## src/hdl/aes256_cbc_cipher_unit_defines.svh

```systemverilog
// Assertion macros shared by the AES-256 CBC unit.
`ifndef AES256_CBC_CIPHER_UNIT_DEFINES_SVH
`define AES256_CBC_CIPHER_UNIT_DEFINES_SVH

// Same-cycle implication, checked out of reset.
`define AC_ASSERT_IMP(label, ante, cons) \
  label: assert property (@(posedge clk) disable iff (!rst_n) (ante) |-> (cons)) \
    else $error("aes256 cbc unit check failed");

// Next-cycle implication, checked out of reset.
`define AC_ASSERT_NEXT(label, ante, cons) \
  label: assert property (@(posedge clk) disable iff (!rst_n) (ante) |=> (cons)) \
    else $error("aes256 cbc unit check failed");

`endif

```

## src/hdl/aescbc_pkg.sv

```systemverilog
// Types, constants and round functions of the AES-256 CBC unit.
package aescbc_pkg;

  localparam int unsigned NumRounds = 14;
  localparam int unsigned NumWords  = 60;
  localparam int unsigned NumRows   = NumWords / 4;
  localparam logic [4:0]  BlkBytes  = 5'd16;

  typedef enum logic [2:0] {
    CFG_KEY0  = 3'd0,
    CFG_KEY1  = 3'd1,
    CFG_KEY2  = 3'd2,
    CFG_KEY3  = 3'd3,
    CFG_IV_HI = 3'd4,
    CFG_IV_LO = 3'd5,
    CFG_MODE  = 3'd6,
    CFG_NONE  = 3'd7
  } cfg_idx_t;

  typedef enum logic [2:0] {
    ST_IDLE,
    ST_EXPAND,
    ST_PREP,
    ST_RUN,
    ST_DONE
  } back_state_t;

  typedef struct packed {
    logic [127:0] data;
    logic         first;
    logic         last;
    logic         dec;
  } job_t;

  localparam logic [7:0] SBOX [256] = '{
    8'h63,8'h7c,8'h77,8'h7b,8'hf2,8'h6b,8'h6f,8'hc5,8'h30,8'h01,8'h67,8'h2b,8'hfe,8'hd7,8'hab,8'h76,
    8'hca,8'h82,8'hc9,8'h7d,8'hfa,8'h59,8'h47,8'hf0,8'had,8'hd4,8'ha2,8'haf,8'h9c,8'ha4,8'h72,8'hc0,
    8'hb7,8'hfd,8'h93,8'h26,8'h36,8'h3f,8'hf7,8'hcc,8'h34,8'ha5,8'he5,8'hf1,8'h71,8'hd8,8'h31,8'h15,
    8'h04,8'hc7,8'h23,8'hc3,8'h18,8'h96,8'h05,8'h9a,8'h07,8'h12,8'h80,8'he2,8'heb,8'h27,8'hb2,8'h75,
    8'h09,8'h83,8'h2c,8'h1a,8'h1b,8'h6e,8'h5a,8'ha0,8'h52,8'h3b,8'hd6,8'hb3,8'h29,8'he3,8'h2f,8'h84,
    8'h53,8'hd1,8'h00,8'hed,8'h20,8'hfc,8'hb1,8'h5b,8'h6a,8'hcb,8'hbe,8'h39,8'h4a,8'h4c,8'h58,8'hcf,
    8'hd0,8'hef,8'haa,8'hfb,8'h43,8'h4d,8'h33,8'h85,8'h45,8'hf9,8'h02,8'h7f,8'h50,8'h3c,8'h9f,8'ha8,
    8'h51,8'ha3,8'h40,8'h8f,8'h92,8'h9d,8'h38,8'hf5,8'hbc,8'hb6,8'hda,8'h21,8'h10,8'hff,8'hf3,8'hd2,
    8'hcd,8'h0c,8'h13,8'hec,8'h5f,8'h97,8'h44,8'h17,8'hc4,8'ha7,8'h7e,8'h3d,8'h64,8'h5d,8'h19,8'h73,
    8'h60,8'h81,8'h4f,8'hdc,8'h22,8'h2a,8'h90,8'h88,8'h46,8'hee,8'hb8,8'h14,8'hde,8'h5e,8'h0b,8'hdb,
    8'he0,8'h32,8'h3a,8'h0a,8'h49,8'h06,8'h24,8'h5c,8'hc2,8'hd3,8'hac,8'h62,8'h91,8'h95,8'he4,8'h79,
    8'he7,8'hc8,8'h37,8'h6d,8'h8d,8'hd5,8'h4e,8'ha9,8'h6c,8'h56,8'hf4,8'hea,8'h65,8'h7a,8'hae,8'h08,
    8'hba,8'h78,8'h25,8'h2e,8'h1c,8'ha6,8'hb4,8'hc6,8'he8,8'hdd,8'h74,8'h1f,8'h4b,8'hbd,8'h8b,8'h8a,
    8'h70,8'h3e,8'hb5,8'h66,8'h48,8'h03,8'hf6,8'h0e,8'h61,8'h35,8'h57,8'hb9,8'h86,8'hc1,8'h1d,8'h9e,
    8'he1,8'hf8,8'h98,8'h11,8'h69,8'hd9,8'h8e,8'h94,8'h9b,8'h1e,8'h87,8'he9,8'hce,8'h55,8'h28,8'hdf,
    8'h8c,8'ha1,8'h89,8'h0d,8'hbf,8'he6,8'h42,8'h68,8'h41,8'h99,8'h2d,8'h0f,8'hb0,8'h54,8'hbb,8'h16
  };

  localparam logic [7:0] REV_SBOX [256] = '{
    8'h52,8'h09,8'h6a,8'hd5,8'h30,8'h36,8'ha5,8'h38,8'hbf,8'h40,8'ha3,8'h9e,8'h81,8'hf3,8'hd7,8'hfb,
    8'h7c,8'he3,8'h39,8'h82,8'h9b,8'h2f,8'hff,8'h87,8'h34,8'h8e,8'h43,8'h44,8'hc4,8'hde,8'he9,8'hcb,
    8'h54,8'h7b,8'h94,8'h32,8'ha6,8'hc2,8'h23,8'h3d,8'hee,8'h4c,8'h95,8'h0b,8'h42,8'hfa,8'hc3,8'h4e,
    8'h08,8'h2e,8'ha1,8'h66,8'h28,8'hd9,8'h24,8'hb2,8'h76,8'h5b,8'ha2,8'h49,8'h6d,8'h8b,8'hd1,8'h25,
    8'h72,8'hf8,8'hf6,8'h64,8'h86,8'h68,8'h98,8'h16,8'hd4,8'ha4,8'h5c,8'hcc,8'h5d,8'h65,8'hb6,8'h92,
    8'h6c,8'h70,8'h48,8'h50,8'hfd,8'hed,8'hb9,8'hda,8'h5e,8'h15,8'h46,8'h57,8'ha7,8'h8d,8'h9d,8'h84,
    8'h90,8'hd8,8'hab,8'h00,8'h8c,8'hbc,8'hd3,8'h0a,8'hf7,8'he4,8'h58,8'h05,8'hb8,8'hb3,8'h45,8'h06,
    8'hd0,8'h2c,8'h1e,8'h8f,8'hca,8'h3f,8'h0f,8'h02,8'hc1,8'haf,8'hbd,8'h03,8'h01,8'h13,8'h8a,8'h6b,
    8'h3a,8'h91,8'h11,8'h41,8'h4f,8'h67,8'hdc,8'hea,8'h97,8'hf2,8'hcf,8'hce,8'hf0,8'hb4,8'he6,8'h73,
    8'h96,8'hac,8'h74,8'h22,8'he7,8'had,8'h35,8'h85,8'he2,8'hf9,8'h37,8'he8,8'h1c,8'h75,8'hdf,8'h6e,
    8'h47,8'hf1,8'h1a,8'h71,8'h1d,8'h29,8'hc5,8'h89,8'h6f,8'hb7,8'h62,8'h0e,8'haa,8'h18,8'hbe,8'h1b,
    8'hfc,8'h56,8'h3e,8'h4b,8'hc6,8'hd2,8'h79,8'h20,8'h9a,8'hdb,8'hc0,8'hfe,8'h78,8'hcd,8'h5a,8'hf4,
    8'h1f,8'hdd,8'ha8,8'h33,8'h88,8'h07,8'hc7,8'h31,8'hb1,8'h12,8'h10,8'h59,8'h27,8'h80,8'hec,8'h5f,
    8'h60,8'h51,8'h7f,8'ha9,8'h19,8'hb5,8'h4a,8'h0d,8'h2d,8'he5,8'h7a,8'h9f,8'h93,8'hc9,8'h9c,8'hef,
    8'ha0,8'he0,8'h3b,8'h4d,8'hae,8'h2a,8'hf5,8'hb0,8'hc8,8'heb,8'hbb,8'h3c,8'h83,8'h53,8'h99,8'h61,
    8'h17,8'h2b,8'h04,8'h7e,8'hba,8'h77,8'hd6,8'h26,8'he1,8'h69,8'h14,8'h63,8'h55,8'h21,8'h0c,8'h7d
  };

  function automatic logic [7:0] xt(logic [7:0] b);
    return {b[6:0], 1'b0} ^ (b[7] ? 8'h1b : 8'h00);
  endfunction

  function automatic logic [31:0] sub_word(logic [31:0] w);
    return {SBOX[w[31:24]], SBOX[w[23:16]], SBOX[w[15:8]], SBOX[w[7:0]]};
  endfunction

  function automatic logic [127:0] sub_bytes(logic [127:0] s, logic inv);
    logic [127:0] o;
    for (int k = 0; k < 16; k++) begin
      o[8*k +: 8] = inv ? REV_SBOX[s[8*k +: 8]] : SBOX[s[8*k +: 8]];
    end
    return o;
  endfunction

  // Byte n of the block sits at bits 127-8n downward.
  function automatic logic [127:0] shift_rows(logic [127:0] s, logic inv);
    logic [127:0] o;
    int src;
    int dst;
    for (int c = 0; c < 4; c++) begin
      for (int r = 0; r < 4; r++) begin
        src = 4 * ((c + r) & 3) + r;
        dst = 4 * c + r;
        if (inv) o[127 - 8*src -: 8] = s[127 - 8*dst -: 8];
        else     o[127 - 8*dst -: 8] = s[127 - 8*src -: 8];
      end
    end
    return o;
  endfunction

  function automatic logic [127:0] mix_cols(logic [127:0] s, logic inv);
    logic [127:0] o;
    logic [7:0] a [4];
    logic [7:0] a2 [4];
    logic [7:0] a4 [4];
    logic [7:0] a8 [4];
    for (int c = 0; c < 4; c++) begin
      for (int k = 0; k < 4; k++) begin
        a[k]  = s[127 - 8*(4*c + k) -: 8];
        a2[k] = xt(a[k]);
        a4[k] = xt(a2[k]);
        a8[k] = xt(a4[k]);
      end
      for (int r = 0; r < 4; r++) begin
        if (inv) begin
          o[127 - 8*(4*c + r) -: 8] =
            (a8[r] ^ a4[r] ^ a2[r]) ^
            (a8[(r+1)&3] ^ a2[(r+1)&3] ^ a[(r+1)&3]) ^
            (a8[(r+2)&3] ^ a4[(r+2)&3] ^ a[(r+2)&3]) ^
            (a8[(r+3)&3] ^ a[(r+3)&3]);
        end else begin
          o[127 - 8*(4*c + r) -: 8] =
            a2[r] ^ (a2[(r+1)&3] ^ a[(r+1)&3]) ^ a[(r+2)&3] ^ a[(r+3)&3];
        end
      end
    end
    return o;
  endfunction

endpackage

```

## src/hdl/aescbc_in_if.sv

```systemverilog
// Input block channel of the AES-256 CBC unit.
interface aescbc_in_if;
  logic        valid;
  logic        ready;
  logic [63:0] data_high;
  logic [63:0] data_low;
  logic [4:0]  byte_count;
  logic        first_block;
  logic        last_block;

  modport source (output valid, data_high, data_low, byte_count, first_block, last_block,
                  input ready);
  modport sink   (input valid, data_high, data_low, byte_count, first_block, last_block,
                  output ready);
endinterface

```

## src/hdl/aescbc_front.sv

```systemverilog
// Front end: accept blocks; to encrypt, pad and split a full last block in two jobs.
module aescbc_front (
  input  logic                 clk,
  input  logic                 rst_n,
  aescbc_in_if.sink            in_chan,
  input  logic                 decrypt_mode,
  output logic                 job_valid,
  output aescbc_pkg::job_t     job,
  input  logic                 job_ready
);

  logic       pad_pend_r;
  logic       pad_pend_nxt;
  logic [4:0] cnt;
  logic [7:0] pad_byte;
  logic       full_last;
  aescbc_pkg::job_t in_job;

  assign in_chan.ready = job_ready && !pad_pend_r;
  assign cnt      = (in_chan.byte_count > aescbc_pkg::BlkBytes) ? aescbc_pkg::BlkBytes
                                                                 : in_chan.byte_count;
  assign pad_byte = {3'b000, aescbc_pkg::BlkBytes - cnt};
  assign full_last = !decrypt_mode && in_chan.last_block && (cnt == aescbc_pkg::BlkBytes);

  always_comb begin
    in_job.data  = {in_chan.data_high, in_chan.data_low};
    in_job.first = in_chan.first_block;
    in_job.dec   = decrypt_mode;
    in_job.last  = in_chan.last_block && !full_last;
    // Fill the tail of a short last block with the pad length.
    if (!decrypt_mode && in_chan.last_block) begin
      for (int k = 0; k < 16; k++) begin
        if (5'(k) >= cnt) in_job.data[127 - 8*k -: 8] = pad_byte;
      end
    end
  end

  always_comb begin
    if (pad_pend_r) begin
      job_valid  = 1'b1;
      job.data   = {16{8'h10}};
      job.first  = 1'b0;
      job.last   = 1'b1;
      job.dec    = 1'b0;
    end else begin
      job_valid  = in_chan.valid;
      job        = in_job;
    end
  end

  always_comb begin
    pad_pend_nxt = pad_pend_r;
    if (pad_pend_r && job_ready) pad_pend_nxt = 1'b0;
    else if (in_chan.valid && in_chan.ready && full_last) pad_pend_nxt = 1'b1;
  end

  always_ff @(posedge clk) begin
    if (!rst_n) pad_pend_r <= 1'b0;
    else        pad_pend_r <= pad_pend_nxt;
  end

endmodule

```

## src/flat_wrapper.sv

```systemverilog
// flat-port wrapper written by rule: the top's interface ports become plain ports
module aescbc_front_flat 
  (clk, rst_n, decrypt_mode, job_valid, job, job_ready, in_chan_valid, in_chan_data_high, in_chan_data_low, in_chan_byte_count, in_chan_first_block, in_chan_last_block, in_chan_ready);
  aescbc_in_if in_chan_i ();
  input  logic clk;
  input  logic rst_n;
  input  logic decrypt_mode;
  output logic job_valid;
  output aescbc_pkg::job_t job;
  input  logic job_ready;
  input wire logic [$bits(in_chan_i.valid)-1:0] in_chan_valid;
  input wire logic [$bits(in_chan_i.data_high)-1:0] in_chan_data_high;
  input wire logic [$bits(in_chan_i.data_low)-1:0] in_chan_data_low;
  input wire logic [$bits(in_chan_i.byte_count)-1:0] in_chan_byte_count;
  input wire logic [$bits(in_chan_i.first_block)-1:0] in_chan_first_block;
  input wire logic [$bits(in_chan_i.last_block)-1:0] in_chan_last_block;
  output wire logic [$bits(in_chan_i.ready)-1:0] in_chan_ready;
  assign in_chan_i.valid = in_chan_valid;
  assign in_chan_i.data_high = in_chan_data_high;
  assign in_chan_i.data_low = in_chan_data_low;
  assign in_chan_i.byte_count = in_chan_byte_count;
  assign in_chan_i.first_block = in_chan_first_block;
  assign in_chan_i.last_block = in_chan_last_block;
  assign in_chan_ready = in_chan_i.ready;
  aescbc_front u_core (.clk(clk), .rst_n(rst_n), .in_chan(in_chan_i), .decrypt_mode(decrypt_mode), .job_valid(job_valid), .job(job), .job_ready(job_ready));
endmodule
```

## config.mk

```make
export PLATFORM = sky130hd
export DESIGN_NAME = aescbc_front_flat
export DESIGN_NICKNAME = d
export VERILOG_FILES = /design/src/hdl/aes256_cbc_cipher_unit_defines.svh /design/src/hdl/aescbc_pkg.sv /design/src/hdl/aescbc_in_if.sv /design/src/hdl/aescbc_front.sv /design/src/flat_wrapper.sv
export SDC_FILE = /design/constraint.sdc
export NUM_CORES = 1
export LEC_CHECK = 0
export ABC_AREA = 1
export ABC_CLOCK_PERIOD_IN_PS = 2600
export BUFFER_PORTS_ARGS = -buffer_cell sky130_fd_sc_hd__buf_2
export CAP_MARGIN = 20
export CORE_AREA = 2 2 107 109
export CTS_CLUSTER_DIAMETER = 150
export DETAILED_ROUTE_END_ITERATION = 10
export DIE_AREA = 0 0 109 111
export PLACE_DENSITY = 0.53
export REMOVE_ABC_BUFFERS = 1
export SLEW_MARGIN = 30
export SYNTH_ARGS = -nofsm -noshare
export SYNTH_HDL_FRONTEND = slang
export SYNTH_SLANG_ARGS = --single-unit
```

## constraint.sdc

```tcl
create_clock -name clk -period 2.6 [get_ports clk]
set_input_delay 0.39 -clock clk [delete_from_list [all_inputs] [get_ports clk]]
set_output_delay 0.39 -clock clk [all_outputs]
set_load 0.005 [all_outputs]
```

# Word-level counts from Yosys, hierarchy flattened
# Index checks and enable logic that the tools add are counted.
[totals]
inputBits = 140
register_bits = 1
output_inout_bits = 133
elab_cells = 52
[op_classes]
n_mux = 20
n_eq_ne = 1
add_sub_neg = 1
n_reduce_logical = 11
bitwise = 1
n_lt_le_gt_ge = 17
[op_table]
columns = ["operator", "count"]
rows = [
  ["131-bit two-way mux", 1],
  ["128-bit two-way mux", 1],
  ["8-bit two-way mux", 16],
  ["4-bit by 5-bit >= comparator with 1-bit output (first input constant)", 8],
  ["3-bit by 5-bit >= comparator with 1-bit output (first input constant)", 4],
  ["1-bit by 5-bit >= comparator with 1-bit output (first input constant)", 2],
  ["2-bit by 5-bit >= comparator with 1-bit output (first input constant)", 2],
  ["1-bit logical AND", 7],
  ["5-bit == test (second input constant)", 1],
  ["5-bit greater-than comparator (second input constant)", 1],
  ["5-bit two-way mux", 1],
  ["5-bit subtractor (first input constant)", 1],
  ["1-bit logical NOT", 3],
  ["2-bit OR reduction", 1],
  ["1-bit two-way mux", 1],
  ["1-bit NOT", 1],
]

# Longest topological paths before layout
[depth]
ltp_word = 7
depth_mapped = 12
depth_no_buf = 12

# Worst setup path before layout
# No wires, ideal clock.
[synth_path]
kind = "input -> output"
start = "input in_chan_byte_count[4]"
end = "output job[119] (netlist bit)"
t_arrival_ps = 1875
required_ps = 2210
stages = 9
path_slack_ps = 335
n_path_buf = 1
cell_sequence = "buf_4 nor2_2 inv_2 ha_1 o21ai_1 nor2_1 ha_1 a31oi_1 o21ai_0"
[synth_lines]
columns = ["item", "line_no", "source"]
rows = [
  ["from (decl)", "flat_wrapper.sv:14", "input wire logic [$bits(in_chan_i.byte_count)-1:0] in_chan_byte_count;"],
  ["to (decl)", "flat_wrapper.sv:9", "output aescbc_pkg::job_t job;"],
]

==> flow_summary.yaml <==
outcome:
  status: "complete, no violations"
setup_path:
  cp-start-kind: "input pin"
  crit_buf_inv: 5
  r2r-start: "u_core.pad_pend_r"
  rr_worst_depth: 4
  worstPathArrival_ns: 2.12
  critical-path-top-delay-family: "buffers and inverters"
  r2r-end: "u_core.pad_pend_r"
  cpMaxStageDelayCell: "ha_1"
  ff2ff_setup_slack_ns: 1.41
  slowest_delay_ns: 0.40
  crit_type: "input pin to primary output"
  crit_path_max_fanout: 5
  required_ns: 2.21
  worst_setup_path_end_kind: "primary output"
  worstPathCellList: "buf_2 > nor2_2 > inv_2 > ha_1 > o21ai_2 > nor2_1 > ha_1 > clkinvlp_4 > buf_4 > o211ai_1 > buf_2"
die:
  dieWidth_um: 109
  start_util: 0.188
  die-area_mm2: 0.0121
  die_h_um: 111
  std_cell_rows: 39
  coreArea_mm2: 0.0111
  pin_count: 273
place:
  port-buffer-count: 272
  place.gp.congestion: 0.899
  placed_area_mm2: 0.00369
  dp_hpwl_um: 9920
  place_inst: 856
final_layout:
  largest_reg_flops: 1
  top_register: "u_core.pad_pend_r"
  mostFrequentLayoutCell: "buf_2"
  stdcell_area_mm2: 0.00373
  drive_above_1_share: 0.469
  final_cell_mix: "buf_2, nor2_1, nand2_1"
  fin_nets: 863
  nFillCells: 1314
  reg_top3: "u_core.pad_pend_r (1)"
  antenna_cells_inserted: 0
  synthToLayoutAreaGrowth_pct: 79.4
  fin_cells: 860
sta:
  slew_viol_final: 0
  period_needed_ns: 2.51
  hold_viol: 0
  whs_ns: 0.640
  rsz0062_at_grt: "no"
  fin_crit_sh: 0.964
  setup_viol: 0
  max_clock_freq_ghz: 0.399
  slew-limit-headroom: 0.417
  tightest_slew_ns: 0.868
  fin_skew_ns: 0
power_and_ir_drop:
  p_leak_nw: 2.41
  peakVddDrop_mv: 0.0776
  pwr_density_cell_mw_per_mm2: 172
synth:
  ys_ff_latch: 1
  syn_inst: 444
  ys_types: 33
  yosysSeqAreaShare: 0.00962
  postSynthAreaPerCell_um2: 4.69
  synth_area_mm2: 0.00208
  yosysWarnings: 0
global_route:
  antenna_found_initial: 0
  grt_overflow: 0
  track_usage: 0.185
  grt_pass1_wl_um: 17900
  grt_max_degree: 48
  grt_pass1_vias: 3378
drt:
  remaining_drc_errors: 0
  drt_wl_total_um: 12000
  routed_via_density: 4.36
  firstDrtPassIters: 4
  wl_per_cell_um: 14.0
  ant_nets: 0
  num_vias: 3753
  drt_first_iter_violations: 220
min_path:
  min_to: "u_core.pad_pend_r"
  hp-start: "rst_n"
  hold_class: "input pin to flop"
  whs_path_depth: 3
clocking:
  clock_latency_ns: 0
  postCtsHoldBufs: 0
  cts.clk_slew.worst_paths_ns: 0
run:
  cap_violations: 0
[report_power, final]
part	total [mW]	switching (mW)	internal, mW
clock	0	0	0
sequential	0.0159	0.0000923	0.0158
combinational	0.626	0.330	0.296
total	0.642	0.330	0.312
[cell usage after synthesis]
master / instances / share of area
nor3b_1: 3 / 0.011
o21ai_2: 1 / 0.0042
inv_4: 1 / 0.0030
nand2_4: 2 / 0.011
o21bai_1: 1 / 0.0036
a211oi_1: 6 / 0.022
a21oi_2: 1 / 0.0042
or2_2: 1 / 0.0030
ha_1: 4 / 0.024
buf_4: 1 / 0.0036
nor2_2: 4 / 0.012
inv_1: 60 / 0.11
a21oi_1: 41 / 0.099
dfxtp_1: 1 / 0.0096
o21ai_4: 1 / 0.0078
a31oi_1: 2 / 0.0060
nor2_4: 6 / 0.032
o211ai_1: 2 / 0.0072
nand3b_1: 3 / 0.011
nand4_1: 4 / 0.012
buf_1: 4 / 0.0072
nand2_1: 75 / 0.14
o21ai_1: 11 / 0.026
nor2_1: 109 / 0.20
clkbuf_1: 10 / 0.018
nand2_2: 7 / 0.021
nor3_1: 1 / 0.0024
nand3_1: 23 / 0.055
o31ai_1: 1 / 0.0036
buf_2: 4 / 0.0096
nand3_2: 3 / 0.014
o21ai_0: 40 / 0.096
inv_2: 11 / 0.020
[worst register-to-register path, delay by kind of cell, from the launching register on]
kind,cells,cell delay (ns)
AO/OA/AOI/OAI,1,0.06
buffers and inverters,1,0.45
flip-flops,1,0.31
AND/OR/NAND/NOR,2,0.24
[what timing repair did]
| item | in CTS | in global routing |
|---|---|---|
| setup buffers | 0 | 4 |
| resized for setup | 0 | 5 |
| setup endpoints to repair | 0 | 19 |
[stage by stage]
step           setup WS, ns  power [mW]  setup TNS, ns  utilization
2_1_floorplan        -0.173       0.280          -3.27            -
3_3_place_gp         0.0761       0.633              0        0.333
3_5_place_dp         0.0658       0.633              0        0.333
4_1_cts              0.0638       0.636              0        0.333
5_1_grt            0.000935       0.717              0        0.337
6_report             0.0938       0.642              0        0.337
[area by class of cell]
cell class	instances	area, um^2	area share
multi-input cells	352	1720	0.461
repair buffers	292	1540	0.412
inverters	72	277	0.0741
well taps	143	179	0.0479
flip-flops and latches	1	21.3	0.00570
[per-layer routing]
layer  wire length, um  vias up  track usage
li1                  -     1960            -
met1              5010     1614        0.237
met2              5910      173        0.335
met5                 0        -            0
met3              1010        6       0.0218
met4                99        0       0.0231
[worst max-delay path by stage]
stage	startpoint	to	slack, ns	cells past startpoint
after floorplan	u_core.pad_pend_r	job[123]	-0.17	3
after detailed placement	in_chan_byte_count[4]	job[103]	0.07	10
after CTS	in_chan_byte_count[4]	job[103]	0.06	10
after global placement	in_chan_byte_count[4]	job[23]	0.08	10
final	in_chan_byte_count[4]	job[63]	0.09	11
after global routing	in_chan_byte_count[4]	job[63]	0.0009	11
[cell families (layout without fill, tap and decap cells)]
kind of cell	Yosys count	after routing	share of synthesized area
buffers and inverters	91	364	0.170
AO/OA/AOI/OAI	107	107	0.280
AND/OR/NAND/NOR	241	241	0.517
flip-flops	1	1	0.00962
adder cells (fa/ha/maj)	4	4	0.0241
(Power assumes the default switching activity.)
