--- src/hdl/aes256_cbc_cipher_unit_defines.svh ---
// Assertion macros shared by the AES-256 CBC unit.
`ifndef AES256_CBC_CIPHER_UNIT_DEFINES_SVH
`define AES256_CBC_CIPHER_UNIT_DEFINES_SVH

// Same-cycle implication, checked out of reset.
`define AC_ASSERT_IMP(label, ante, cons) \
  label: assert property (@(posedge clk) disable iff (!rst_n) (ante) |-> (cons)) \
    else $error("aes256 cbc unit check failed");

// Next-cycle implication, checked out of reset.
`define AC_ASSERT_NEXT(label, ante, cons) \
  label: assert property (@(posedge clk) disable iff (!rst_n) (ante) |=> (cons)) \
    else $error("aes256 cbc unit check failed");

`endif

--- src/hdl/aescbc_pkg.sv ---
// Types, constants and round functions of the AES-256 CBC unit.
package aescbc_pkg;

  localparam int unsigned NumRounds = 14;
  localparam int unsigned NumWords  = 60;
  localparam int unsigned NumRows   = NumWords / 4;
  localparam logic [4:0]  BlkBytes  = 5'd16;

  typedef enum logic [2:0] {
    CFG_KEY0  = 3'd0,
    CFG_KEY1  = 3'd1,
    CFG_KEY2  = 3'd2,
    CFG_KEY3  = 3'd3,
    CFG_IV_HI = 3'd4,
    CFG_IV_LO = 3'd5,
    CFG_MODE  = 3'd6,
    CFG_NONE  = 3'd7
  } cfg_idx_t;

  typedef enum logic [2:0] {
    ST_IDLE,
    ST_EXPAND,
    ST_PREP,
    ST_RUN,
    ST_DONE
  } back_state_t;

  typedef struct packed {
    logic [127:0] data;
    logic         first;
    logic         last;
    logic         dec;
  } job_t;

  localparam logic [7:0] SBOX [256] = '{
    8'h63,8'h7c,8'h77,8'h7b,8'hf2,8'h6b,8'h6f,8'hc5,8'h30,8'h01,8'h67,8'h2b,8'hfe,8'hd7,8'hab,8'h76,
    8'hca,8'h82,8'hc9,8'h7d,8'hfa,8'h59,8'h47,8'hf0,8'had,8'hd4,8'ha2,8'haf,8'h9c,8'ha4,8'h72,8'hc0,
    8'hb7,8'hfd,8'h93,8'h26,8'h36,8'h3f,8'hf7,8'hcc,8'h34,8'ha5,8'he5,8'hf1,8'h71,8'hd8,8'h31,8'h15,
    8'h04,8'hc7,8'h23,8'hc3,8'h18,8'h96,8'h05,8'h9a,8'h07,8'h12,8'h80,8'he2,8'heb,8'h27,8'hb2,8'h75,
    8'h09,8'h83,8'h2c,8'h1a,8'h1b,8'h6e,8'h5a,8'ha0,8'h52,8'h3b,8'hd6,8'hb3,8'h29,8'he3,8'h2f,8'h84,
    8'h53,8'hd1,8'h00,8'hed,8'h20,8'hfc,8'hb1,8'h5b,8'h6a,8'hcb,8'hbe,8'h39,8'h4a,8'h4c,8'h58,8'hcf,
    8'hd0,8'hef,8'haa,8'hfb,8'h43,8'h4d,8'h33,8'h85,8'h45,8'hf9,8'h02,8'h7f,8'h50,8'h3c,8'h9f,8'ha8,
    8'h51,8'ha3,8'h40,8'h8f,8'h92,8'h9d,8'h38,8'hf5,8'hbc,8'hb6,8'hda,8'h21,8'h10,8'hff,8'hf3,8'hd2,
    8'hcd,8'h0c,8'h13,8'hec,8'h5f,8'h97,8'h44,8'h17,8'hc4,8'ha7,8'h7e,8'h3d,8'h64,8'h5d,8'h19,8'h73,
    8'h60,8'h81,8'h4f,8'hdc,8'h22,8'h2a,8'h90,8'h88,8'h46,8'hee,8'hb8,8'h14,8'hde,8'h5e,8'h0b,8'hdb,
    8'he0,8'h32,8'h3a,8'h0a,8'h49,8'h06,8'h24,8'h5c,8'hc2,8'hd3,8'hac,8'h62,8'h91,8'h95,8'he4,8'h79,
    8'he7,8'hc8,8'h37,8'h6d,8'h8d,8'hd5,8'h4e,8'ha9,8'h6c,8'h56,8'hf4,8'hea,8'h65,8'h7a,8'hae,8'h08,
    8'hba,8'h78,8'h25,8'h2e,8'h1c,8'ha6,8'hb4,8'hc6,8'he8,8'hdd,8'h74,8'h1f,8'h4b,8'hbd,8'h8b,8'h8a,
    8'h70,8'h3e,8'hb5,8'h66,8'h48,8'h03,8'hf6,8'h0e,8'h61,8'h35,8'h57,8'hb9,8'h86,8'hc1,8'h1d,8'h9e,
    8'he1,8'hf8,8'h98,8'h11,8'h69,8'hd9,8'h8e,8'h94,8'h9b,8'h1e,8'h87,8'he9,8'hce,8'h55,8'h28,8'hdf,
    8'h8c,8'ha1,8'h89,8'h0d,8'hbf,8'he6,8'h42,8'h68,8'h41,8'h99,8'h2d,8'h0f,8'hb0,8'h54,8'hbb,8'h16
  };

  localparam logic [7:0] REV_SBOX [256] = '{
    8'h52,8'h09,8'h6a,8'hd5,8'h30,8'h36,8'ha5,8'h38,8'hbf,8'h40,8'ha3,8'h9e,8'h81,8'hf3,8'hd7,8'hfb,
    8'h7c,8'he3,8'h39,8'h82,8'h9b,8'h2f,8'hff,8'h87,8'h34,8'h8e,8'h43,8'h44,8'hc4,8'hde,8'he9,8'hcb,
    8'h54,8'h7b,8'h94,8'h32,8'ha6,8'hc2,8'h23,8'h3d,8'hee,8'h4c,8'h95,8'h0b,8'h42,8'hfa,8'hc3,8'h4e,
    8'h08,8'h2e,8'ha1,8'h66,8'h28,8'hd9,8'h24,8'hb2,8'h76,8'h5b,8'ha2,8'h49,8'h6d,8'h8b,8'hd1,8'h25,
    8'h72,8'hf8,8'hf6,8'h64,8'h86,8'h68,8'h98,8'h16,8'hd4,8'ha4,8'h5c,8'hcc,8'h5d,8'h65,8'hb6,8'h92,
    8'h6c,8'h70,8'h48,8'h50,8'hfd,8'hed,8'hb9,8'hda,8'h5e,8'h15,8'h46,8'h57,8'ha7,8'h8d,8'h9d,8'h84,
    8'h90,8'hd8,8'hab,8'h00,8'h8c,8'hbc,8'hd3,8'h0a,8'hf7,8'he4,8'h58,8'h05,8'hb8,8'hb3,8'h45,8'h06,
    8'hd0,8'h2c,8'h1e,8'h8f,8'hca,8'h3f,8'h0f,8'h02,8'hc1,8'haf,8'hbd,8'h03,8'h01,8'h13,8'h8a,8'h6b,
    8'h3a,8'h91,8'h11,8'h41,8'h4f,8'h67,8'hdc,8'hea,8'h97,8'hf2,8'hcf,8'hce,8'hf0,8'hb4,8'he6,8'h73,
    8'h96,8'hac,8'h74,8'h22,8'he7,8'had,8'h35,8'h85,8'he2,8'hf9,8'h37,8'he8,8'h1c,8'h75,8'hdf,8'h6e,
    8'h47,8'hf1,8'h1a,8'h71,8'h1d,8'h29,8'hc5,8'h89,8'h6f,8'hb7,8'h62,8'h0e,8'haa,8'h18,8'hbe,8'h1b,
    8'hfc,8'h56,8'h3e,8'h4b,8'hc6,8'hd2,8'h79,8'h20,8'h9a,8'hdb,8'hc0,8'hfe,8'h78,8'hcd,8'h5a,8'hf4,
    8'h1f,8'hdd,8'ha8,8'h33,8'h88,8'h07,8'hc7,8'h31,8'hb1,8'h12,8'h10,8'h59,8'h27,8'h80,8'hec,8'h5f,
    8'h60,8'h51,8'h7f,8'ha9,8'h19,8'hb5,8'h4a,8'h0d,8'h2d,8'he5,8'h7a,8'h9f,8'h93,8'hc9,8'h9c,8'hef,
    8'ha0,8'he0,8'h3b,8'h4d,8'hae,8'h2a,8'hf5,8'hb0,8'hc8,8'heb,8'hbb,8'h3c,8'h83,8'h53,8'h99,8'h61,
    8'h17,8'h2b,8'h04,8'h7e,8'hba,8'h77,8'hd6,8'h26,8'he1,8'h69,8'h14,8'h63,8'h55,8'h21,8'h0c,8'h7d
  };

  function automatic logic [7:0] xt(logic [7:0] b);
    return {b[6:0], 1'b0} ^ (b[7] ? 8'h1b : 8'h00);
  endfunction

  function automatic logic [31:0] sub_word(logic [31:0] w);
    return {SBOX[w[31:24]], SBOX[w[23:16]], SBOX[w[15:8]], SBOX[w[7:0]]};
  endfunction

  function automatic logic [127:0] sub_bytes(logic [127:0] s, logic inv);
    logic [127:0] o;
    for (int k = 0; k < 16; k++) begin
      o[8*k +: 8] = inv ? REV_SBOX[s[8*k +: 8]] : SBOX[s[8*k +: 8]];
    end
    return o;
  endfunction

  // Byte n of the block sits at bits 127-8n downward.
  function automatic logic [127:0] shift_rows(logic [127:0] s, logic inv);
    logic [127:0] o;
    int src;
    int dst;
    for (int c = 0; c < 4; c++) begin
      for (int r = 0; r < 4; r++) begin
        src = 4 * ((c + r) & 3) + r;
        dst = 4 * c + r;
        if (inv) o[127 - 8*src -: 8] = s[127 - 8*dst -: 8];
        else     o[127 - 8*dst -: 8] = s[127 - 8*src -: 8];
      end
    end
    return o;
  endfunction

  function automatic logic [127:0] mix_cols(logic [127:0] s, logic inv);
    logic [127:0] o;
    logic [7:0] a [4];
    logic [7:0] a2 [4];
    logic [7:0] a4 [4];
    logic [7:0] a8 [4];
    for (int c = 0; c < 4; c++) begin
      for (int k = 0; k < 4; k++) begin
        a[k]  = s[127 - 8*(4*c + k) -: 8];
        a2[k] = xt(a[k]);
        a4[k] = xt(a2[k]);
        a8[k] = xt(a4[k]);
      end
      for (int r = 0; r < 4; r++) begin
        if (inv) begin
          o[127 - 8*(4*c + r) -: 8] =
            (a8[r] ^ a4[r] ^ a2[r]) ^
            (a8[(r+1)&3] ^ a2[(r+1)&3] ^ a[(r+1)&3]) ^
            (a8[(r+2)&3] ^ a4[(r+2)&3] ^ a[(r+2)&3]) ^
            (a8[(r+3)&3] ^ a[(r+3)&3]);
        end else begin
          o[127 - 8*(4*c + r) -: 8] =
            a2[r] ^ (a2[(r+1)&3] ^ a[(r+1)&3]) ^ a[(r+2)&3] ^ a[(r+3)&3];
        end
      end
    end
    return o;
  endfunction

endpackage

--- src/hdl/aescbc_queue.sv ---
// Two-entry job queue between front end and cipher engine.
module aescbc_queue (
  input  logic             clk,
  input  logic             rst_n,
  input  logic             wr_valid,
  input  aescbc_pkg::job_t wr_job,
  output logic             wr_ready,
  output logic             rd_valid,
  output aescbc_pkg::job_t rd_job,
  input  logic             rd_pop
);

  aescbc_pkg::job_t slot_r [2];
  logic       wp_r, wp_nxt;
  logic       rp_r, rp_nxt;
  logic [1:0] cnt_r, cnt_nxt;
  logic       push;

  assign wr_ready = (cnt_r != 2'd2);
  assign rd_valid = (cnt_r != 2'd0);
  assign rd_job   = slot_r[rp_r];
  assign push     = wr_valid && wr_ready;

  always_comb begin
    wp_nxt  = push ? ~wp_r : wp_r;
    rp_nxt  = rd_pop ? ~rp_r : rp_r;
    cnt_nxt = cnt_r + {1'b0, push} - {1'b0, rd_pop};
  end

  always_ff @(posedge clk) begin
    if (!rst_n) begin
      wp_r  <= 1'b0;
      rp_r  <= 1'b0;
      cnt_r <= 2'd0;
    end else begin
      wp_r  <= wp_nxt;
      rp_r  <= rp_nxt;
      cnt_r <= cnt_nxt;
    end
  end

  always_ff @(posedge clk) begin
    if (push) slot_r[wp_r] <= wr_job;
  end

endmodule

--- config.mk ---
export PLATFORM = sky130hd
export DESIGN_NAME = aescbc_queue
export DESIGN_NICKNAME = d
export VERILOG_FILES = /design/src/hdl/aes256_cbc_cipher_unit_defines.svh /design/src/hdl/aescbc_pkg.sv /design/src/hdl/aescbc_queue.sv
export SDC_FILE = /design/constraint.sdc
export NUM_CORES = 1
export LEC_CHECK = 0
export BUFFER_PORTS_ARGS = -buffer_cell sky130_fd_sc_hd__buf_2
export CAP_MARGIN = 20
export CORE_UTILIZATION = 52
export DETAILED_ROUTE_END_ITERATION = 8
export GPL_TIMING_DRIVEN = 0
export PLACE_DENSITY = 0.79
export SLEW_MARGIN = 20
export SYNTH_ARGS = -nofsm -noshare
export SYNTH_HDL_FRONTEND = slang
export SYNTH_SLANG_ARGS = --single-unit
--- constraint.sdc ---
create_clock -name clk -period 5.75 [get_ports clk]
set_input_delay 0.2875 -clock clk [delete_from_list [all_inputs] [get_ports clk]]
set_output_delay 0.2875 -clock clk [all_outputs]
set_load 0.03 [all_outputs]
Yosys cells after proc, flatten, opt, wreduce, memory -nomap -nowiden
Memories as Yosys holds them, arrays and structs flattened. A register that Yosys moved wholly into a read port is not among the register bits. Index checks and enable logic that the tools add are counted.

Magnitude comparators: 0. Multipliers: 0. Div/mod/pow operators: 0. Mux-type cells: 4. Equality and inequality tests: 1. Reductions and logical operators: 2. Shift-type cells: 0. Bitwise logic cells: 2. Add/subtract/negate cells: 2.

Operator list (count): $mux 1 (4); $add 2x1->2 (1); $ne 2x2->1 const B (1); $not 1->1 (2); $reduce_bool 2->1 (1); $sub 2x1->2 (1); $logic_and 1x1->1 (1).

Memories: 1. Flip-flop bits (word level): 4. RAM bits: 262. ROM bits: 0. Bits in latches: 0. Bits of input ports: 135.

Memory list: slot_r (depth 2, width 131, rd ports 1, clocked after memory_dff 1, wr ports 1, RTL line aescbc_queue.sv:13) `aescbc_pkg::job_t slot_r [2];`.

Logic depth before layout (Yosys ltp)
Gate-level depths: netlist of run 1.

Depth in word-level cells: 4. Mapped depth: 7.

Worst setup path before layout of run 1
OpenSTA, ideal clock, no wires.

Path type: flip-flop to flip-flop. Start: reg cnt_r[0]. End: mem slot_r[1][0] in the netlist's numbering (enable). Required time: 5.243 ns. Buffers on the path: 0. Slack: 1.381 ns. Stages on the path, launching flop included: 3. Arrival: 3.862 ns. Cell sequence: dfxtp_1 > nand2b_1 > and3_1.

Cells in the longest elaborated chain, start to end: 4.

Ends and longest elaborated chain: start, declared (RTL line aescbc_queue.sv:16) `logic [1:0] cnt_r, cnt_nxt;`; start signal, assigned (RTL line aescbc_queue.sv:38) `cnt_r <= cnt_nxt;`; $ne 2x2->1 (RTL line aescbc_queue.sv:19) `assign wr_ready = (cnt_r != 2'd2);`; via wr_ready (RTL line aescbc_queue.sv:7) `output logic wr_ready,`; $logic_and 1x1->1 (RTL line aescbc_queue.sv:22) `assign push = wr_valid && wr_ready;`; $mux 1 (RTL line aescbc_queue.sv:43) `if (push) slot_r[wp_r] <= wr_job;`; $mux 1 (implied by the code) (RTL line aescbc_queue.sv:43); end, declared (RTL line aescbc_queue.sv:13).

The timed path passes the listed nets, and every way through them passes these cells.

==> out/summary.txt, run 1 <==
Worst r2r src: cnt_r[0]
Leakage power: 5.53 nW
Final ANT Viol Nets: 0
Die Ht: 141 µm
Ys async rst share: 0
Crit-path cells: buf_6, buf_8, buf_6, mux2_4, buf_2
Yosys warning count: 0
Skew final: 0.00662 ns
Max cap viols: 0
Placed cell count: 967
Path depth of the worst reg2reg path: 4
Wire length per cell: 18.9 µm
Area growth, synth to finish: 38.8%
Peak VDD IR: 0.341 mV
Clk sinks: 267
Cts repair resizes: 0
Slew HR: 0.692
RSZ-0062 raised after global routing: false
Endpoint type of the worst setup path: output port
Post-CTS Hold Buffers: 131
H-Tree Depth: 1
First-pass GRT wire length: 32.6 mm
1st-pass router iterations: 4
Worst Hold Depth: 2
Max-slew violation count: 0
Sequential area share after synthesis: 0.789
Actual slew at the worst max-slew pin: 0.462 ns
CP max-delay cell: mux2_4
Post-synth EDFFs: 262
GRT Util Overall: 0.214
Core region area: 18900 µm²
Initial DRC count: 202
Initial antenna violation count: 1
Clock buffer depth: 3
Gate Count Post-Synth: 436
PortBufs: 267
Hold Crit Class: input port to flip-flop
Worst EP required: 5.46 ns
Die ar.: 20000 µm²
Drt drc: 0
RR Endpoint: slot_r[0][65]
GR Overflow Total: 0
Post-route insts no fill: 1146
Met3 Use GR: 0.0476
Fillers: 1079
Most Crowded Layer GR: met2
Pwr Total: 4.95 mW
Syn_area_per_cell: 23.2 µm²
Post-CTS Setup Bufs: 0
Cell taking the most area after synthesis: edfxtp_1
Post-Syn Nets: 572
Outcome: finished clean
Max Freq: 464 MHz
Drt total wl: 21.7 mm
Vias: 5726
Buf/Inv on CP: 4
Count of cell types in the netlist: 25
Final period util: 0.375
IO Pins: 268
Largest cells by area after synthesis: edfxtp_1, mux2_4, mux2_2, buf_6, dfxtp_1
Startpoint types: flip-flop
Hold Fails Final Rpt: 0
Placed wire-length estimate: 12.5 mm
Synth cell count leaders: edfxtp_1, mux2_4, mux2_2
GR Layer Usage met2: 0.399
Width of the die: 141 µm
Mapped Area: 10100 µm²
CTS root buf: clkbuf_16
Final setup vio count: 0
Dominant cell type by count on the critical path: buf_6
Crit path time final: 2.16 ns
Slowest stage delay, CP: 0.34 ns
Most frequent cell after synthesis: edfxtp_1
FF+latch count, synth: 267
GPL Wtd Cong: 0.766
Worst Path Class, Setup: flip-flop to output port
CTS tree: built
Most used DFF post-synth: edfxtp_1
FP Rows: 50
Vias/cell: 5.00
Largest net degree at the start of global routing: 90
Final setup TNS: 0 ns
Vias in the first global route: 6070
Delay-heaviest family, CP: buffers and inverters
Hold Startpoint: rst_n
Max Fanout on Critical Path: 10
Initial Util: 0.534
Crit path DAT: 1.87 ns
# nets final: 1003
Layout cell share with drive strength beyond 1: 0.519
M1 GR Usage: 0.247
CTS buffer count: 27
R2r setup slk: 3.74 ns
Post-synth top area share: 0.779
P per Cell Area: 353 nW/µm²
Skew-Pair Late Insertion Delay: 0.51 ns
Clock slew at reported path FFs: 0.06 ns
==> per-layer routing <==
metal  wire length (µm)  vias up
met1               8140     2845
met2              11600      247
met4                448        0
met5                  0        -
li1                   -     2594
met3               1550       40
==> report_power, final <==
group / switching [mW] / internal [mW]
Sequential: 0.0474 / 2.33
Combinational: 0.554 / 0.384
Clock: 0.674 / 0.959
Total: 1.28 / 3.68
==> per-stage QoR <==
| stage | area, µm² | util | setup WS (ns) | hold slack (ns) |
|---|---|---|---|---|
| final | 14000 | 0.742 | 3.59 | 0.0963 |
| after CTS | 14000 | 0.742 | 3.57 | 0.0721 |
| after floorplan | 10100 | - | 1.38 | 0.386 |
| after global routing | 14000 | 0.742 | 3.52 | 0.0851 |
| after global placement | 11800 | 0.622 | 0.233 | 0.474 |
| after detailed placement | 11900 | 0.628 | 3.77 | 0.479 |
==> logic make-up after synthesis <==
logic type,after synthesis,share of synthesized area
XOR/XNOR,2,0.00174
AND/OR/NAND/NOR,12,0.00731
buffers and inverters,17,0.0154
multiplexers,132,0.181
AO/OA/AOI/OAI,5,0.00446
adder cells (fa/ha/maj),1,0.00124
flip-flops,267,0.789
==> layout make-up <==
cell class | instances | area, µm² | area share
well taps | 260 | 325 | 0.0232
multi-input cells | 152 | 1980 | 0.141
flip-flops and latches | 267 | 7970 | 0.569
inverters | 2 | 15.0 | 0.00107
plain buffers | 15 | 148 | 0.0105
clock inverters | 8 | 73.8 | 0.00527
clock buffers | 39 | 761 | 0.0543
diodes | 1 | 2.50 | 0.000179
repair buffers | 402 | 2740 | 0.196
==> cell usage in the layout, fill, tap and decap left out, types with 2 or more instances in the layout <==
cell type and n:
buf_2 271, edfxtp_1 262, dlygate4sd3_1 131, mux2_4 90, mux2_2 41, clkbuf_16 27, buf_6 10, clkbuf_1 8
dfxtp_1 5, clkinv_2 4, clkbuf_8 4, and2_1 3, nand2_1 2, nand3b_1 2, clkinv_1 2, buf_16 2
buf_12 2
==> flip-flops by register name, indices dropped and copies added, names as in the netlist, named ones only <==
name    count
wp_r        1
slot_r    262
rp_r        1
cnt_r       2
==> worst max-delay path by stage <==
stage / start / to / cells past startpoint
after floorplan: cnt_r[0] / slot_r[1][0] / 2
after global placement: cnt_r[0] / slot_r[1][103] / 2
after detailed placement: cnt_r[0] / slot_r[0][80] / 4
after CTS: flip-flop / rd_job[105] / 5
after global routing: flip-flop / rd_job[104] / 5
final: flip-flop / rd_job[104] / 5
(Power assumes the default switching activity.)
==> run 2, diff against run 1 <==
--- a/config.mk
+++ b/config.mk
@@ -5,6 +5,7 @@
 export SDC_FILE = /design/constraint.sdc
 export NUM_CORES = 1
 export LEC_CHECK = 0
+export ABC_AREA = 1
 export BUFFER_PORTS_ARGS = -buffer_cell sky130_fd_sc_hd__buf_2
 export CAP_MARGIN = 20
 export CORE_UTILIZATION = 52
==> constraint.sdc (replaced) <==
create_clock -name clk -period 2.05 [get_ports clk]
set_input_delay 0.1025 -clock clk [delete_from_list [all_inputs] [get_ports clk]]
set_output_delay 0.1025 -clock clk [all_outputs]
set_load 0.03 [all_outputs]
==> run 2 against run 1 <==
Compared with the run above: synthesized area is 0.45% lower; core utilization is 1.5 points higher; critical endpoint is now rd_job[124]; via count is 0.87% higher; largest power group unchanged; power grew to 2.8 times the previous value; final area is 1.7% higher; count of clock-buffer cells in the layout is 8 lower.
==> out/summary.txt, run 2 <==
Psw: 3.51 mW (+180%)
Die Ht: 141 µm (-0.22%)
P per Cell Area: 976 nW/µm² (+180%)
GR Overflow Total: 0 (unchanged)
Wire length per cell: 18.8 µm (-0.52%)
Hold Crit Class: input port to flip-flop
Gate Count Post-Synth: 441 (+1.1%)
Max reg flops: 262 (unchanged)
Layout cell share with drive strength beyond 1: 0.522 (+0.00353)
Core region area: 18800 µm² (-0.33%)
Initial antenna violation count: 2 (+1)
Final setup vio count: 0 (unchanged)
Final WS setup: 0.0938 ns (-3.50 ns)
Area growth, synth to finish: 41.8%
Clock buffer depth: 3 (unchanged)
Clk sinks: 267 (unchanged)
Syn_area_per_cell: 22.8 µm² (-1.6%)
IO Pins: 268 (unchanged)
Largest net degree at the start of global routing: 26 (-71%)
Final ANT Viol Nets: 0 (unchanged)
Pint: 10.4 mW (+180%)
Endpoint type of the worst setup path: output port
FP Rows: 50 (unchanged)
Setup WS pre-CTS: 0.0376 ns (-3.73 ns)
Initial DRC count: 240 (+19%)
GRT Util Overall: 0.216 (+0.00227)
Worst EP required: 1.95 ns (-3.51 ns)
Drt drc: 0 (unchanged)
Post-Syn Nets: 577 (+0.87%)
Mapped Area: 10000 µm² (-0.45%)
Slew HR: 0.814 (+0.122)
Leakage power: 5.64 nW (+2.1%)
Synth cell count leaders: edfxtp_1, mux2_4, mux2_2
GPL Wtd Cong: 0.718 (-6.2%)
Initial Util: 0.534 (-0.000617)
Max Freq: 511 MHz
PortBufs: 267 (unchanged)
Hold_ws: 0.0435 ns (-0.0528 ns)
Placed wire-length estimate: 13.3 mm (+6.6%)
Peak VDD IR: 0.747 mV (+120%)
CTS tree: built
Crit path time final: 1.96 ns
Clock slew at reported path FFs: 0.06 ns (about the same)
Vias: 5776 (+0.87%)
Worst Path Class, Setup: flip-flop to output port
1st-pass router iterations: 7 (+3)
Placed inst area: 12000 µm² (+1.5%)
Post-synth top area share: 0.783 (+0.00349)
Sequential area share after synthesis: 0.793 (+0.00354)
Final period util: 0.954
Switching share of power: 0.253 (-0.00487)
H-Tree Depth: 1 (unchanged)
Fin area: 14200 µm² (+1.7%)
Pwr Total: 13.9 mW (+180%)
Crit-path cells: buf_6, buf_8, buf_6, mux2_4, buf_2
Vias in the first global route: 6197 (+2.1%)
Outcome: finished clean
Dominant cell type by count on the critical path: buf_6
Skew final: 0.0192 ns (+0.0126 ns)
Vias/cell: 4.96 (-0.77%)
CTS root buf: clkbuf_16
Clock power frac: 0.339 (+0.009)
Placed cell count: 980 (+1.3%)
Commonest non-fill, non-tap cells in the layout: buf_2, edfxtp_1, dlygate4sd3_1
CTS buffer count: 27 (unchanged)
First-pass GRT wire length: 32.9 mm (+0.89%)
Count of cell types in the netlist: 14 (-44%)
Ys async rst share: 0 (unchanged)
Most frequent cell after synthesis: edfxtp_1
Biggest regs: slot_r x262, cnt_r x2
Drt total wl: 21.9 mm (+1.1%)
Width of the die: 141 µm (-0.22%)
Post-route insts no fill: 1165 (+1.7%)
Slowest stage delay, CP: 0.33 ns (about the same)
Reg power frac: 0.479 (-0.002)
Max cap viols: 0 (unchanged)
Post-synth EDFFs: 262 (unchanged)
Combinational group share of total power: 0.182 (-0.008)
Post-Route Utilization: 0.757 (+0.0150)
Skew-Pair Late Insertion Delay: 0.52 ns (about the same)
Fillers: 1055 (-2.2%)
Max-slew violation count: 0 (unchanged)
Most flop-heavy register: slot_r
Crit path DAT: 1.85 ns (-0.02 ns)
Startpoint types: flip-flop
RSZ-0062 raised after global routing: false
Commonest non-fill, non-tap cell in the layout: buf_2
# nets final: 1020 (+1.7%)
Hold Fails Final Rpt: 0 (unchanged)
Final setup TNS: 0 ns (unchanged)
Cell taking the most area after synthesis: edfxtp_1
CP max-delay cell: dfxtp_1
Die ar.: 19900 µm² (-0.44%)
Most used DFF post-synth: edfxtp_1
FF+latch count, synth: 267 (unchanged)
Max Fanout on Critical Path: 10 (unchanged)
Yosys warning count: 0 (unchanged)
Actual slew at the worst max-slew pin: 0.278 ns (-0.184 ns)
Largest cells by area after synthesis: edfxtp_1, mux2_4, mux2_2, buf_6, dfxtp_1
run 2: cell types whose count changed after synthesis, moves of 2 or more:
cell / before / now
inv_1: 2 / 5
nor2_1: 0 / 7
and2_1: 3 / 0
nand2_1: 2 / 12
nand3b_1: 2 / 0
run 2: routing by layer:
layer | up-vias | GRT usage | part of all wire
met2 | 256 | 0.402 | 0.53
met1 | 2841 | 0.245 | 0.38
li1 | 2629 | - | -
met4 | 0 | 0.0652 | 0.026
met3 | 50 | 0.0523 | 0.069
met5 | - | 0 | 0
run 2: cell families (layout without fill, tap and decap cells):
family | after synthesis | count (layout) | synth area share
DFF | 267 | 267 | 0.793
muxes | 131 | 131 | 0.180
and+or+nand+nor | 20 | 20 | 0.00759
buffers and inverters | 20 | 481 | 0.0166
adders and majority gates | 1 | 1 | 0.00124
AOI/OAI and AO/OA | 1 | 1 | 0.000498
xor gates and xnor gates | 1 | 1 | 0.000872
other | 0 | 3 | 0
run 2: power groups by stage:
stage,clock network [mW],logic [mW],registers (mW)
6_report,4.71,2.53,6.66
5_1_grt,5.01,2.65,6.69
4_1_cts,4.76,2.51,6.65
3_5_place_dp,0,2.29,6.77
3_3_place_gp,0,2.07,6.78
2_1_floorplan,0,1.51,6.75
run 2: repair_timing:
item,in CTS,in global routing
hold endpoints to repair,267,0
resized for setup,0,0
buffers inserted,0,1
endpoints found under the setup margin,0,21
hold buffers,134,0
run 2: layout make-up:
type	count	area, µm²	area share
multi-input combinational	154	1950	0.137
antenna	3	7.51	0.000527
inverter	5	18.8	0.00132
clock buffer	31	691	0.0485
buffer	15	148	0.0104
clock inverter	16	158	0.0111
sequential	267	7970	0.559
tap	260	325	0.0228
timing repair buffer	414	2990	0.210
run 2: critical path, delay by kind of cell (launching register included):
| kind | cells | cell delay, ns |
|---|---|---|
| mux | 1 | 0.32 |
| flops | 1 | 0.33 |
| buf+inv | 4 | 0.68 |
run 2: path summary, 6_finish.rpt:
kind	from	endpoint	slack (ns)	depth (start not counted)
max	flip-flop	rd_job[124]	0.09	5
min	wr_valid	cnt_r[1]	0.04	4
max reg2reg	cnt_r[0]	slot_r[1][101]	0.26	7
min reg2reg	rp_r	flip-flop	0.52	2
==> run 3, diff against run 2 <==
==> constraint.sdc (replaced) <==
create_clock -name clk -period 2.05 [get_ports clk]
set_input_delay 0.3075 -clock clk [delete_from_list [all_inputs] [get_ports clk]]
set_output_delay 0.3075 -clock clk [all_outputs]
set_load 0.03 [all_outputs]
==> run 3 against run 2 <==
Compared with the run above: the run now ends with setup timing left; power grew 3.7%; wire length grew 14%; register-to-register slack is essentially flat; die area is the same; maximum frequency shrank 7.1%; critical path type unchanged; critical endpoint is now rd_job[112].
==> out/summary.txt, run 3 (synthesized netlist as in run 2, its figures left out) <==
Hold Fails Final Rpt: 0 (unchanged)
Actual slew at the worst max-slew pin: 0.274 ns (-0.00387 ns)
Die ar.: 19900 µm² (unchanged)
Vias/cell: 5.06 (+2.1%)
Commonest non-fill, non-tap cells in the layout: edfxtp_1, buf_2, dlygate4sd3_1
GPL Wtd Cong: 0.718 (unchanged)
Core region area: 18800 µm² (unchanged)
Post-Route Utilization: 0.802 (+0.0453)
GR Overflow Total: 0 (unchanged)
GRT Util Overall: 0.228 (+0.0113)
Clock buffer depth: 3 (unchanged)
P per Cell Area: 955 nW/µm² (-2.1%)
Final ANT Viol Nets: 0 (unchanged)
Final setup TNS: -2.30 ns (-2.30 ns)
Placed wire-length estimate: 13.3 mm (unchanged)
IO Pins: 268 (unchanged)
Fillers: 885 (-16%)
Most Crowded Layer GR: met2
Failing checks: setup timing
Crit path time final: 2.10 ns (+0.149 ns)
Max cap viols: 0 (unchanged)
Width of the die: 141 µm (unchanged)
Clock power frac: 0.330 (-0.009)
Max reg flops: 262 (unchanged)
Worst Path Class, Setup: flip-flop to output port
Max Freq: 475 MHz (-7.1%)
FP Rows: 50 (unchanged)
Clock slew at reported path FFs: 0.06 ns (about the same)
Slowest stage delay, CP: 0.34 ns (about the same)
Multi-input gate area: 1950 µm² (unchanged)
PortBufs: 267 (unchanged)
Outcome: finished with violations
Delay-heaviest family, CP: buffers and inverters
Final WS setup: -0.0548 ns (-0.149 ns)
Largest net degree at the start of global routing: 26 (unchanged)
Clk sinks: 267 (unchanged)
1st-pass router iterations: 4 (-3)
Die Ht: 141 µm (unchanged)
CP max-delay cell: dfxtp_2
Initial DRC count: 331 (+38%)
Drt total wl: 24.9 mm (+14%)
Skew final: 0.0170 ns (-0.00217 ns)
Vias in the first global route: 6322 (+2.0%)
GR Layer Usage met2: 0.429 (+0.0262)
Buf/Inv on CP: 4 (unchanged)
Final period util: 1.03 (+0.0725)
Final setup vio count: 100 (+100)
H-Tree Depth: 1 (unchanged)
Crit path DAT: 1.80 ns (-0.05 ns)
Psw: 3.69 mW (+5.0%)
CTS buffer count: 27 (unchanged)
Combinational group share of total power: 0.207 (+0.025)
CTS root buf: clkbuf_16
Met3 Use GR: 0.0513 (-0.00102)
Slew HR: 0.817 (+0.00259)
Skew-Pair Late Insertion Delay: 0.52 ns (about the same)
Pint: 10.7 mW (+3.3%)
Startpoint types: flip-flop
Biggest regs: slot_r x262, cnt_r x2
Endpoint type of the worst setup path: output port
Initial Util: 0.534 (unchanged)
Wire length per cell: 21.3 µm (+13%)
Max Fanout on Critical Path: 10 (unchanged)
Crit-path cells: buf_12, buf_16, buf_12, mux2_4, buf_6
R2r setup slk: 0.26 ns (about the same)
Max-slew violation count: 0 (unchanged)
Setup WS pre-CTS: 0.0376 ns (unchanged)
First-pass GRT wire length: 34.3 mm (+4.3%)
CTS tree: built
Register Area: 7970 µm² (about the same)
Peak VDD IR: 0.747 mV (about the same)
Area growth, synth to finish: 50.3%
Commonest non-fill, non-tap cell in the layout: edfxtp_1
Initial antenna violation count: 2 (unchanged)
Most flop-heavy register: slot_r
RSZ-0062 raised after global routing: true
Reg power frac: 0.463 (-0.016)
Switching share of power: 0.256 (+0.00312)
Hold Crit Class: input port to flip-flop
Drt drc: 0 (unchanged)
Layout cell share with drive strength beyond 1: 0.530 (+0.00756)
# nets final: 1026 (+0.59%)
Vias: 5920 (+2.5%)
Dominant cell type by count on the critical path: buf_12
Leakage power: 5.96 nW (+5.5%)
M1 GR Usage: 0.258 (+0.0135)
Worst EP required: 1.74 ns (-0.21 ns)
[run 3: final cells by class]
class,count,share of cell area
clock buffer,31,0.0457
multi-input combinational,154,0.129
timing repair buffer,420,0.247
tap,260,0.0215
inverter,5,0.00124
clock inverter,16,0.0104
sequential,267,0.528
antenna,2,0.000331
buffer,15,0.0166
[run 3: final timing paths]
check | from | to | depth (start not counted)
hold / removal | rst_n | wp_r | 3
setup reg to reg | cnt_r[0] | slot_r[1][64] | 7
setup / recovery | flip-flop | rd_job[112] | 5
hold reg to reg | rp_r | flip-flop | 2
[run 3: metrics by stage]
stage / std cells / cell area (µm²) / power, mW / hold slack (ns)
2_1_floorplan: 441 / 10100 / 8.27 / 0.401
3_5_place_dp: 980 / 12000 / 9.06 / 0.494
6_report: 1170 / 15100 / 14.4 / 0.0509
4_1_cts: 1161 / 14600 / 14.1 / 0.0360
3_3_place_gp: 968 / 11700 / 8.85 / 0.481
5_1_grt: 1170 / 15100 / 14.8 / 0.0490
[run 3: worst min-delay path: stages]
cell	delay, ns
buf_2	0.13
nand2_1	0.06
nor2_1	0.03
[run 3: power by group through the flow]
stage / sequential (mW) / clock, mW / combinational, mW
2_1_floorplan: 6.75 / 0 / 1.51
3_3_place_gp: 6.78 / 0 / 2.07
3_5_place_dp: 6.77 / 0 / 2.29
4_1_cts: 6.65 / 4.76 / 2.68
5_1_grt: 6.70 / 5.03 / 3.10
6_report: 6.68 / 4.76 / 2.98
[run 3: what timing repair did]
action | 4_1_cts | 5_1_grt
hold buffers | 131 | 0
endpoints found under the hold margin | 262 | 0
endpoints found under the setup margin | 130 | 161
pin swaps | 0 | 1
resized for setup | 100 | 164
setup buffers | 1 | 1
gates cloned | 2 | 6
[run 3: layer usage]
layer,part of all wire,wire [µm]
met2,0.54,13500
met3,0.061,1520
met4,0.031,760
met1,0.36,9080
met5,0,0
